**src/hw/rtl/brq_pkg.sv**
```systemverilog
// brq_pkg: shared types, codes and a helper function for the bucketed
// range-update / range-query block. No dependencies.
package brq_pkg;

    // Request operation codes.
    typedef enum logic [1:0] {
        OP_LOAD   = 2'd0,
        OP_UPDATE = 2'd1,
        OP_READ   = 2'd2,
        OP_REDUCE = 2'd3
    } op_t;

    // Reduction modes; any other code acts as a sum.
    localparam logic [1:0] CMB_SUM = 2'd0;
    localparam logic [1:0] CMB_MIN = 2'd1;
    localparam logic [1:0] CMB_MAX = 2'd2;

    // Range update modes.
    localparam logic [1:0] UPD_ADD = 2'd0;
    localparam logic [1:0] UPD_MUL = 2'd1;
    localparam logic [1:0] UPD_AFF = 2'd2;
    localparam logic [1:0] UPD_SET = 2'd3;

    // Configuration register indexes.
    localparam logic [1:0] CFG_COMBINE = 2'd0;
    localparam logic [1:0] CFG_UPDATE  = 2'd1;
    localparam logic [1:0] CFG_COUNT   = 2'd2;
    localparam logic [1:0] CFG_NONE    = 2'd3;

    // Positions are carried at the widest size any configuration needs.
    typedef logic [16:0] pos_t;
    typedef logic [63:0] word_t;

    // One classified request as it travels through the queue.
    typedef struct packed {
        op_t   op;
        logic  skip;
        pos_t  left;
        pos_t  hi;
        word_t fa;
        word_t fb;
        word_t a;
    } item_t;

    // Configuration view needed by the front end.
    typedef struct packed {
        logic [1:0] upd;
        pos_t       used;
    } front_cfg_t;

    // Per-bucket record: lazy map, aggregate and winning position.
    typedef struct packed {
        word_t f;
        word_t o;
        word_t agg;
        pos_t  pos;
        logic  has;
    } bkt_t;

    // Back-end sequencer states.
    typedef enum logic [3:0] {
        S_CLEAR,
        S_IDLE,
        S_BKT,
        S_BKT_RD,
        S_CX,
        S_CY,
        S_CW1,
        S_CW2,
        S_PASS_RD,
        S_PASS_MUL,
        S_PASS_WAIT,
        S_PASS_FOLD,
        S_BKT_WR,
        S_RESULT
    } state_t;

    // True when candidate c beats current v under min (or else max).
    function automatic logic better(input word_t c, input word_t v, input logic is_min);
        logic r;
        begin
            if (is_min)
            begin
                r = $signed(c) < $signed(v);
            end
            else
            begin
                r = $signed(c) > $signed(v);
            end
            return r;
        end
    endfunction

endpackage

```
**src/hw/rtl/brq_fifo.sv**
```systemverilog
// brq_fifo: two-entry request queue between the front and back ends.
// Uses brq_pkg for the request type.
module brq_fifo (
    input  logic           clk,
    input  logic           rst_n,
    input  logic           push,
    input  brq_pkg::item_t push_item,
    output logic           full,
    input  logic           pop,
    output logic           valid,
    output brq_pkg::item_t head
);
    import brq_pkg::*;

    item_t      mem_reg [2];
    logic       wp_reg;
    logic       wp_next;
    logic       rp_reg;
    logic       rp_next;
    logic [1:0] cnt_reg;
    logic [1:0] cnt_next;

    assign full  = cnt_reg == 2'd2;
    assign valid = cnt_reg != 2'd0;
    assign head  = mem_reg[rp_reg];

    // Pointer and fill count updates.
    always_comb
    begin
        wp_next  = push ? ~wp_reg : wp_reg;
        rp_next  = pop ? ~rp_reg : rp_reg;
        cnt_next = cnt_reg + {1'b0, push} - {1'b0, pop};
    end

    always_ff @(posedge clk or negedge rst_n)
    begin
        if (!rst_n)
        begin
            wp_reg  <= 1'b0;
            rp_reg  <= 1'b0;
            cnt_reg <= 2'd0;
        end
        else
        begin
            wp_reg  <= wp_next;
            rp_reg  <= rp_next;
            cnt_reg <= cnt_next;
        end
    end

    // Storage for queued requests.
    always_ff @(posedge clk)
    begin
        if (push)
        begin
            mem_reg[wp_reg] <= push_item;
        end
    end
endmodule

```
**config.mk**
```make
export PLATFORM = sky130hd
export DESIGN_NAME = brq_fifo
export DESIGN_NICKNAME = d
export VERILOG_FILES = /design/src/hw/rtl/brq_pkg.sv /design/src/hw/rtl/brq_fifo.sv
export SDC_FILE = /design/constraint.sdc
export NUM_CORES = 1
export LEC_CHECK = 0
export BUFFER_PORTS_ARGS = -buffer_cell sky130_fd_sc_hd__buf_4
export CAP_MARGIN = 5
export CORE_MARGIN = 3
export CORE_UTILIZATION = 48
export DETAILED_ROUTE_END_ITERATION = 16
export GPL_TIMING_DRIVEN = 0
export HOLD_SLACK_MARGIN = 0.15
export PLACE_DENSITY = 0.74
export SYNTH_ARGS = -nofsm -noshare
export SYNTH_HDL_FRONTEND = slang
export SYNTH_SLANG_ARGS = --single-unit
```
**constraint.sdc**
```tcl
create_clock -name clk -period 13.5 [get_ports clk]
set_input_delay 2.7 -clock clk [delete_from_list [all_inputs] [get_ports clk]]
set_output_delay 2.7 -clock clk [all_outputs]
set_load 0.01 [all_outputs]
```
Word-level counts from Yosys, hierarchy flattened
Memories as Yosys holds them, arrays and structs flattened.
Index checks and enable logic that the tools add are counted.
Word-level totals
  flip-flop bits (word level): 4
  memory bits (writable): 458
  input port bits: 233
  word-level logic and storage cells: 12
  memories: 1
Memory list
  mem_reg: depth 2, bits a word 229, rd ports 1, clocked after Yosys merged registers in 0, write ports 1, line brq_fifo.sv:15  | item_t mem_reg [2];
Operators by class
  $add $sub $neg: 2
  eq/ne operators: 1
  mux-type cells: 2
  bitwise gates (word level): 2
  reductions and logical operators: 1
Operators with widths (number)
  $add 2x1->2: 1
  $eq 2x2->1 const B: 1
  $mux 1: 2
  $not 1->1: 2
  $reduce_bool 2->1: 1
  $sub 2x1->2: 1

Longest topological paths before layout
  depth after elaboration: 2
  depth in mapped cells: 5
  depth with buffers taken out: 5

Worst setup path after synthesis
OpenSTA, ideal clock, no wires.
  path type: input to register
  start point: input push
  end point: memory mem_reg[0][0] (netlist name) (enable)
  library setup time: 850 ps
  arrival time: 12562 ps
  data required time: 12650 ps
  path slack: 88 ps
  stages: 1
  buffers on the path: 0
  cells stage by stage: nor2b_1
Between the ends
  cells in the longest elaborated chain, start to end: 2
RTL lines
  start, declared: line brq_fifo.sv:6  | input logic push,
  $mux 1: line brq_fifo.sv:54  | if (push)
  $mux 1 (not written as such): line brq_fifo.sv:56  | mem_reg[wp_reg] <= push_item;
  end, declared: line brq_fifo.sv:15
Every way passes these cells.

==> results.json <==
{
  "final_core_util": 0.6555,
  "max_clock_freq_mhz": 217.2,
  "fin_crit_ns": 4.604,
  "route.met3.wl_um": 3789,
  "worstPathRequired_ns": 10.80,
  "slew_headroom": 0.4104,
  "die_area_um2": 39320,
  "leakagePower_nw": 9.482,
  "track_usage": 0.1863,
  "grt_pass1_vias": 9416,
  "htreeDepth": 2,
  "layout-area-overhead-vs-synth_pct": 32.96,
  "cap_violations": 0,
  "hpwl_um": 26520,
  "clock_sinks": 462,
  "multi_input_area_um2": 3431,
  "num-fill-cells": 2442,
  "drtAntennaViolNets": 0,
  "worstReg2RegStart": "wp_reg",
  "wl_per_cell_um": 21.42,
  "vias_per_cell": 4.943,
  "clock_latency_ns": 0.57,
  "worstMarginPinSlew_ns": 0.8825,
  "setup_viol": 0,
  "cts_hold_buffers": 0,
  "drtIter0Drc": 397,
  "gr-total-overflow": 0,
  "critPathCapture": "head[189]",
  "grt_first_pass_wirelength_um": 54770,
  "gp_congestion": 0.7495,
  "ff2ff_path_depth": 4,
  "clock_skew_ns": 0.02245,
  "path_class": "register to output pin",
  "clockBufferDepth": 3,
  "drcViolationCount": 0,
  "finalHoldWorstSlack_ns": 0.5569,
  "ff_latch_area_um2": 13850,
  "cts_tree": "built",
  "cts-root-buf": "clkbuf_16",
  "synth_area_um2": 17750,
  "wl_met1_um": 13110,
  "regToRegEndpoint": "mem_reg[0][82]",
  "startpoint": "rp_reg",
  "dr_total_vias": 8656,
  "synth-warning-count": 0,
  "syn_avg_cell_area_um2": 24.38,
  "dp_cells": 1664,
  "clk_pin_slew_ns": 0.06,
  "routed_wl_um": 37510,
  "fp.dieH_um": 198.3,
  "ir_drop_v": 0.0001277,
  "port_buffers": 463,
  "finalCritPeriodShare": 0.3410,
  "worst-path-max-fanout": 10,
  "cts.repair.resized": 0,
  "holdCritPathClass": "register to register",
  "initial_core_util": 0.4930,
  "first_pass_iters": 4,
  "post_synth_num_cell_types": 14,
  "ios": 464,
  "rsz0062_at_grt": "no",
  "largest_reg_flops": 458,
  "p_per_area_nw_per_um2": 215.1,
  "top_layer": "met5",
  "synth_nets": 963,
  "core_area_um2": 36000,
  "antenna_found_initial": 3,
  "hold_viol": 0,
  "status": "finished clean",
  "row_count": 69,
  "total_power_mw": 5.076,
  "fin_cells": 1751,
  "maxSlewViolCount": 0,
  "drive_above_1_share": 0.6219,
  "ys_seq_area_frac": 0.7805,
  "wl_met2_um": 19260,
  "ys_ff_latch": 462,
  "r2r_setup_slack_ns": 11.20,
  "start_kind": "register",
  "post-cts-setup-buffers": 0,
  "die_w_um": 198.3,
  "layout.nets": 1488,
  "cp_data_arrival_time_ns": 1.90,
  "numCtsBuffers": 48,
  "grt_start_max_net_pins": 63,
  "cp-end-kind": "output pin",
  "syn_inst": 728,
  "setup_tns_ns": 0
}
kinds of logic (layout without fill, tap and decap cells):
kind of cell | after synthesis | after routing | synth area share
other | 0 | 2 | 0
DFF | 462 | 462 | 0.7805
xor gates and xnor gates | 3 | 3 | 0.002326
muxes | 229 | 229 | 0.1876
and+or+nand+nor | 4 | 4 | 0.001410
adders and majority gates | 2 | 2 | 0.001410
buffers and inverters | 28 | 588 | 0.02672
routing by layer:
layer | up-vias | track usage
met2 | 356 | 0.3194
met1 | 4254 | 0.2045
met4 | 2 | 0.08204
li1 | 3970 | -
met5 | - | 0
met3 | 74 | 0.07589
cell type report:
cell class              count  area share
diodes                      2   0.0002121
plain buffers              26     0.01978
clock buffers              62     0.05530
clock inverters            23    0.008483
inverters                   2   0.0003181
multi-input cells         238      0.1454
flip-flops and latches    462      0.5870
well taps                 461     0.02444
repair buffers            475      0.1591
cell usage after synthesis, drive strengths merged:
library cell | n | share of area
edfxtp | 458 | 0.77
or2 | 1 | 0.00035
dfrtp | 4 | 0.0056
buf | 26 | 0.026
nor2b | 2 | 0.00070
ha | 2 | 0.0014
xor2 | 2 | 0.00099
mux2 | 229 | 0.19
xor3 | 1 | 0.0013
and2 | 1 | 0.00035
inv | 2 | 0.00042
power breakdown:
group	leakage [nW]	switching [mW]	total, mW	internal, mW
sequential	4.35	0.0630	1.96	1.90
clock	0.744	0.514	1.25	0.738
combinational	4.39	0.826	1.86	1.04
stage by stage:
step / cell area, um^2 / worst slack, ns
2_1_floorplan: 17750 / 0.08774
5_1_grt: 23600 / 8.823
4_1_cts: 23590 / 8.826
3_5_place_dp: 22090 / 8.803
3_3_place_gp: 21800 / -6.111
6_report: 23600 / 8.896
worst max-delay path: stages (launching register included):
cell,delay [ns]
dfrtp_1,0.34
buf_6,0.13
buf_12,0.19
buf_12,0.18
mux2_4,0.33
buf_4,0.15
how the worst min path moves through the flow:
| stage | startpoint | to | slack [ns] | cells past startpoint |
|---|---|---|---|---|
| after floorplan | wp_reg | wp_reg | 0.46 | 1 |
| after global placement | wp_reg | wp_reg | 0.47 | 1 |
| after detailed placement | wp_reg | wp_reg | 0.54 | 1 |
| after CTS | wp_reg | wp_reg | 0.56 | 1 |
| after global routing | wp_reg | wp_reg | 0.60 | 1 |
| final | wp_reg | wp_reg | 0.56 | 1 |
cell usage in the layout (no fill, tap or decap), drive strengths merged, types with 2 or more instances in the layout:
master	n
xor2	2
buf	501
edfxtp	458
ha	2
inv	6
clkinv	16
bufinv	3
diode	2
dfrtp	4
nor2b	2
mux2	229
clkbuf	62
Power figures use the tool's default switching activity.
