<file path="src/hw/rtl/brq_pkg.sv">
// brq_pkg: shared types, codes and a helper function for the bucketed
// range-update / range-query block. No dependencies.
package brq_pkg;

    // Request operation codes.
    typedef enum logic [1:0] {
        OP_LOAD   = 2'd0,
        OP_UPDATE = 2'd1,
        OP_READ   = 2'd2,
        OP_REDUCE = 2'd3
    } op_t;

    // Reduction modes; any other code acts as a sum.
    localparam logic [1:0] CMB_SUM = 2'd0;
    localparam logic [1:0] CMB_MIN = 2'd1;
    localparam logic [1:0] CMB_MAX = 2'd2;

    // Range update modes.
    localparam logic [1:0] UPD_ADD = 2'd0;
    localparam logic [1:0] UPD_MUL = 2'd1;
    localparam logic [1:0] UPD_AFF = 2'd2;
    localparam logic [1:0] UPD_SET = 2'd3;

    // Configuration register indexes.
    localparam logic [1:0] CFG_COMBINE = 2'd0;
    localparam logic [1:0] CFG_UPDATE  = 2'd1;
    localparam logic [1:0] CFG_COUNT   = 2'd2;
    localparam logic [1:0] CFG_NONE    = 2'd3;

    // Positions are carried at the widest size any configuration needs.
    typedef logic [16:0] pos_t;
    typedef logic [63:0] word_t;

    // One classified request as it travels through the queue.
    typedef struct packed {
        op_t   op;
        logic  skip;
        pos_t  left;
        pos_t  hi;
        word_t fa;
        word_t fb;
        word_t a;
    } item_t;

    // Configuration view needed by the front end.
    typedef struct packed {
        logic [1:0] upd;
        pos_t       used;
    } front_cfg_t;

    // Per-bucket record: lazy map, aggregate and winning position.
    typedef struct packed {
        word_t f;
        word_t o;
        word_t agg;
        pos_t  pos;
        logic  has;
    } bkt_t;

    // Back-end sequencer states.
    typedef enum logic [3:0] {
        S_CLEAR,
        S_IDLE,
        S_BKT,
        S_BKT_RD,
        S_CX,
        S_CY,
        S_CW1,
        S_CW2,
        S_PASS_RD,
        S_PASS_MUL,
        S_PASS_WAIT,
        S_PASS_FOLD,
        S_BKT_WR,
        S_RESULT
    } state_t;

    // True when candidate c beats current v under min (or else max).
    function automatic logic better(input word_t c, input word_t v, input logic is_min);
        logic r;
        begin
            if (is_min)
            begin
                r = $signed(c) < $signed(v);
            end
            else
            begin
                r = $signed(c) > $signed(v);
            end
            return r;
        end
    endfunction

endpackage

</file>
<file path="src/hw/rtl/brq_front.sv">
// brq_front: accepts input requests, clips ranges and works out the
// update map. Uses brq_pkg; feeds brq_fifo.
module brq_front (
    input  logic                 in_valid,
    output logic                 in_ready,
    input  logic [1:0]           op,
    input  logic [11:0]          left,
    input  logic [12:0]          right,
    input  logic [63:0]          operand_a,
    input  logic [63:0]          operand_b,
    input  brq_pkg::front_cfg_t  fcfg,
    input  logic                 fifo_full,
    output logic                 push,
    output brq_pkg::item_t       push_item
);
    import brq_pkg::*;

    pos_t left_x;
    pos_t right_x;
    pos_t hi_clip;
    logic is_point;
    op_t  op_c;

    assign in_ready = !fifo_full;
    assign push     = in_valid && !fifo_full;
    assign op_c     = op_t'(op);
    assign left_x   = pos_t'(left);
    assign right_x  = pos_t'(right);
    assign hi_clip  = (right_x < fcfg.used) ? right_x : fcfg.used;
    assign is_point = (op_c == OP_LOAD) || (op_c == OP_READ);

    // Classify the request: range bounds, empty check and update map.
    always_comb
    begin
        push_item.op   = op_c;
        push_item.left = left_x;
        push_item.a    = operand_a;
        if (is_point)
        begin
            push_item.hi   = left_x + pos_t'(1);
            push_item.skip = left_x >= fcfg.used;
        end
        else
        begin
            push_item.hi   = hi_clip;
            push_item.skip = left_x >= hi_clip;
        end
        case (fcfg.upd)
            UPD_ADD:
            begin
                push_item.fa = 64'd1;
                push_item.fb = operand_a;
            end
            UPD_MUL:
            begin
                push_item.fa = operand_a;
                push_item.fb = 64'd0;
            end
            UPD_AFF:
            begin
                push_item.fa = operand_a;
                push_item.fb = operand_b;
            end
            default:
            begin
                push_item.fa = 64'd0;
                push_item.fb = operand_a;
            end
        endcase
    end
endmodule

</file>
<file path="config.mk">
export PLATFORM = sky130hd
export DESIGN_NAME = brq_front
export DESIGN_NICKNAME = d
export VERILOG_FILES = /design/src/hw/rtl/brq_pkg.sv /design/src/hw/rtl/brq_front.sv
export SDC_FILE = /design/constraint.sdc
export NUM_CORES = 1
export LEC_CHECK = 0
export BUFFER_PORTS_ARGS = -buffer_cell sky130_fd_sc_hd__buf_2
export CORE_AREA = 5 5 153 155
export DETAILED_ROUTE_END_ITERATION = 8
export DIE_AREA = 0 0 158 160
export PLACE_DENSITY_LB_ADDON = 0.12
export SYNTH_ARGS = -nofsm -noshare
export SYNTH_HDL_FRONTEND = slang
export SYNTH_SLANG_ARGS = --single-unit
</file>
<file path="constraint.sdc">
create_clock -name vclk -period 10.5
set_clock_uncertainty 0.05 [all_clocks]
set_input_delay 2.1 -clock vclk [all_inputs]
set_output_delay 2.1 -clock vclk [all_outputs]
set_load 0.005 [all_outputs]
</file>
Word-level counts from Yosys, hierarchy flattened
Index checks and enable logic that the tools add are counted.
- memory bits (writable): 0
- input bits: 176
- bits in read-only memories: 0
- memories: 0
- register bits after elaboration: 0
- bits in latches: 0
- output and inout port bits: 231
- magnitude comparators: 3
- add/sub/neg operators: 1
- reduce and logical (&&, ||, !) cells: 5
- eq/ne operators: 3
- muxes and demuxes: 4
- shift-type cells: 0
- bitwise gates (word level): 0
- multiply operators: 0
- divide/modulo/power cells: 0
- operators by type and width (operator ; count):
    one-hot mux 128 bit (3 select lines) ; 1
    >= comparator 12 x 17 -> 1 bit ; 2
    2-to-1 mux 17 bit ; 2
    less-than comparator 13 x 17 -> 1 bit ; 1
    adder 12 x 1 -> 13 bit, second input constant ; 1
    equality test 2 bit, second input constant ; 2
    zero test 2 bit ; 2
    equality test 2 x 1 -> 1 bit, second input constant ; 1
    logical AND 1 bit ; 1
    zero test 1 bit ; 1
    logical OR 1 bit ; 1
    2-to-1 mux 1 bit ; 1

Logic depth before layout (Yosys ltp)
- depth in word-level cells: 4
- gate-level depth with buffers: 14

Worst setup path before layout
No wires, ideal clock.
- path type: input to output
- from: input port fcfg[16] (netlist bit)
- to: output port push_item[226] (netlist bit)
- cell stages on the path: 12
- path buffers: 0
- data arrival time: 4.507 ns
- slack: 3.843 ns
- path through: or4_4 > nor4_2 > o31ai_1 > nand2_2 > mux2_2 > ha_1 > nand2b_1 > nand3_1 > a21oi_1 > o211ai_1 > nand3_1 > a32o_1
- RTL lines (element ; line ; source):
    start, declared ; brq_front.sv:11 ; input brq_pkg::front_cfg_t fcfg,
    end, declared ; brq_front.sv:14 ; output brq_pkg::item_t push_item

==> reports/metrics.csv <==
metric,value,unit
f_max,0.137,GHz
Avg Vias per Cell,4.14,
Worst IR Drop VDD,14.6,uV
number of cell rows,54,
setup_tns,0,ns
Crit path arrival time,5.17,ns
die height,160,microns
Post-Syn Instances,552,
CP Data Required Time,8.35,ns
Crit. End Element,primary output,
"Largest stage delay, worst path",0.56,ns
filler cell count,2557,
post-cts resize count,0,
Setup CP Type,in2out,
cell leakage power,3.04,nW
Avg WL per Cell,17.6,microns
max cap viols,0,
part of the cycle the worst path needs,0.697,
Final Hold Viols,0,
worst hold slack,4.15,ns
worst-path cell chain,buf_2 > or4_4 > nor4_2 > o31ai_1 > nand2_2 > mux2_2 > ha_1 > nand2b_1 > nand3_1 > a21oi_1 > o211ai_1 > nand3_1 > a32o_1 > buf_2,
via count,4636,
YS warnings,0,
cell count along the critical path,14,
worst hold stages,0,
Port Buffers,396,
hold-fix buffers at CTS,0,
I/O Pins,407,
Cell Pwr Density,43.9,mW/mm^2
Crit path max-delay family,simple AND/OR/NAND/NOR gates,
Final Slew Violations,0,
total power,0.000233,W
first-pass GRT wire length,27.9,mm
WP buf/inv,2,
worst-margin pin slew,0.765,ns
"commonest non-fill, non-tap cell in the layout",buf_2,
Final Net Count,1056,
RSZ-0062 raised after global routing,no,
placer congestion estimate,0.799,
Initial Utilization,0.169,
Yosys cell types,35,
Post-Syn Area,0.00367,sq mm
final-layout clock buffer total,0,
layout cell share with drive strength beyond 1,0.484,
largest area contributor in the netlist,mux2i_1,
HP Class,in2out,
global-route usage over all layers,0.138,
crit path time final,7.32,ns
Mean Syn Cell Area,6.66,sq um
full die area,0.0253,sq mm
Die Span X,158,microns
CP max stage cell,or4_4,
outcome,"finished, final reports clean",
GR Overflow Total,0,
drt first pass iters,6,
top post-synthesis cells by area,"mux2i_1, buf_4, ha_1, and2_1, o21ai_0",
CP Max Fanout,13,
Ant. Diodes,0,
crit start category,primary input,
Setup Viol. Count Final,0,
Detailed Place HPWL,17.0,mm
vias in the first global route,4511,
largest net degree at the start of global routing,49,
core footprint,0.0217,sq mm
Post-CTS Setup Inserts,0,
Iteration-0 DRC Markers,167,
WHS Endpoint,push_item[228],
most frequent cells in the layout,"buf_2, mux2i_1, nand2_1",
register area share after synthesis,0,
area of the multi-input gates,0.00287,sq mm
top-area cell type share of the netlist area,0.207,
residual DRC count,0,
relative slew slack,0.489,
Final ANT Viol Nets,0,
worst hold start,op[1],
final WL,19.7,mm
Seq cells,0,
initial antenna violation count,4,
area growth from synthesis to layout,44.2,%
Reg area,0,sq um
cells in the mapped netlist:
cell type	instances
or4_4	1
mux2_2	2
nand2_1	73
a21boi_0	2
buf_12	1
nor3_1	2
nand4_1	4
xnor2_1	6
a211oi_1	2
inv_1	18
nor2_1	16
buf_4	87
o31ai_1	1
a22oi_1	1
buf_1	7
nand3_1	10
o21bai_1	1
xor2_1	5
nor4_2	1
o211ai_1	1
nand2b_1	3
a32o_1	1
nor2b_1	2
a221oi_1	1
clkbuf_1	23
a21oi_1	27
buf_2	1
nand2_2	1
o21ai_0	71
conb_1	1
ha_1	37
mux2i_1	76
and3_1	2
a21o_1	1
and2_1	64
layout make-up:
class,count,area share
inverter,18,0.0128
multi-input combinational,423,0.541
tap,280,0.0661
timing repair buffer,400,0.380
per-layer routing:
layer  share of wire  global-route usage  wire, microns  vias to the layer above
met5          0.0026                   0             51                        -
met4          0.0062             0.00698            123                        8
met3           0.093              0.0281           1830                       14
met2            0.53               0.274          10400                      214
met1            0.37               0.156           7310                     2042
li1                -                   -              -                     2358
through the flow:
step / cells / setup WS, ns / cell area, sq um / utilization
after floorplan: 560 / 3.84 / 3700 / -
after global placement: 1121 / 3.14 / 5300 / 0.244
after detailed placement: 1121 / 3.16 / 5300 / 0.244
after CTS: 1121 / 3.16 / 5300 / 0.244
after global routing: 1121 / 2.94 / 5300 / 0.244
final: 1121 / 3.18 / 5300 / 0.244
cells by family (layout without fill, tap and decap cells):
family                     after synthesis  count (layout)  share of synthesized area
muxes                                   78              78                      0.213
other                                    1               9                    0.00102
xor gates and xnor gates                11              11                     0.0262
and+or+nand+nor                        179             179                      0.243
adders and majority gates               37              37                      0.126
AOI/OAI and AO/OA                      109             109                      0.157
buffers and inverters                  137             418                      0.234
where the power goes:
group | internal (W) | leakage, nW | switching (W) | total (W)
registers | 0 | 0 | 0 | 0
clock network | 0 | 0 | 0 | 0
logic | 0.000109 | 3.04 | 0.000124 | 0.000233
total | 0.000109 | 3.04 | 0.000124 | 0.000233
how the worst max path moves through the flow:
stage                     slack [ns]     start        endpoint
after CTS                       3.16  fcfg[16]  push_item[226]
after floorplan                 3.84  fcfg[16]  push_item[226]
after global routing            2.94  fcfg[12]  push_item[226]
after detailed placement        3.16  fcfg[16]  push_item[226]
final                           3.18  fcfg[16]  push_item[226]
after global placement          3.14  fcfg[16]  push_item[226]
No activity file was read; power rests on OpenSTA's default activity.
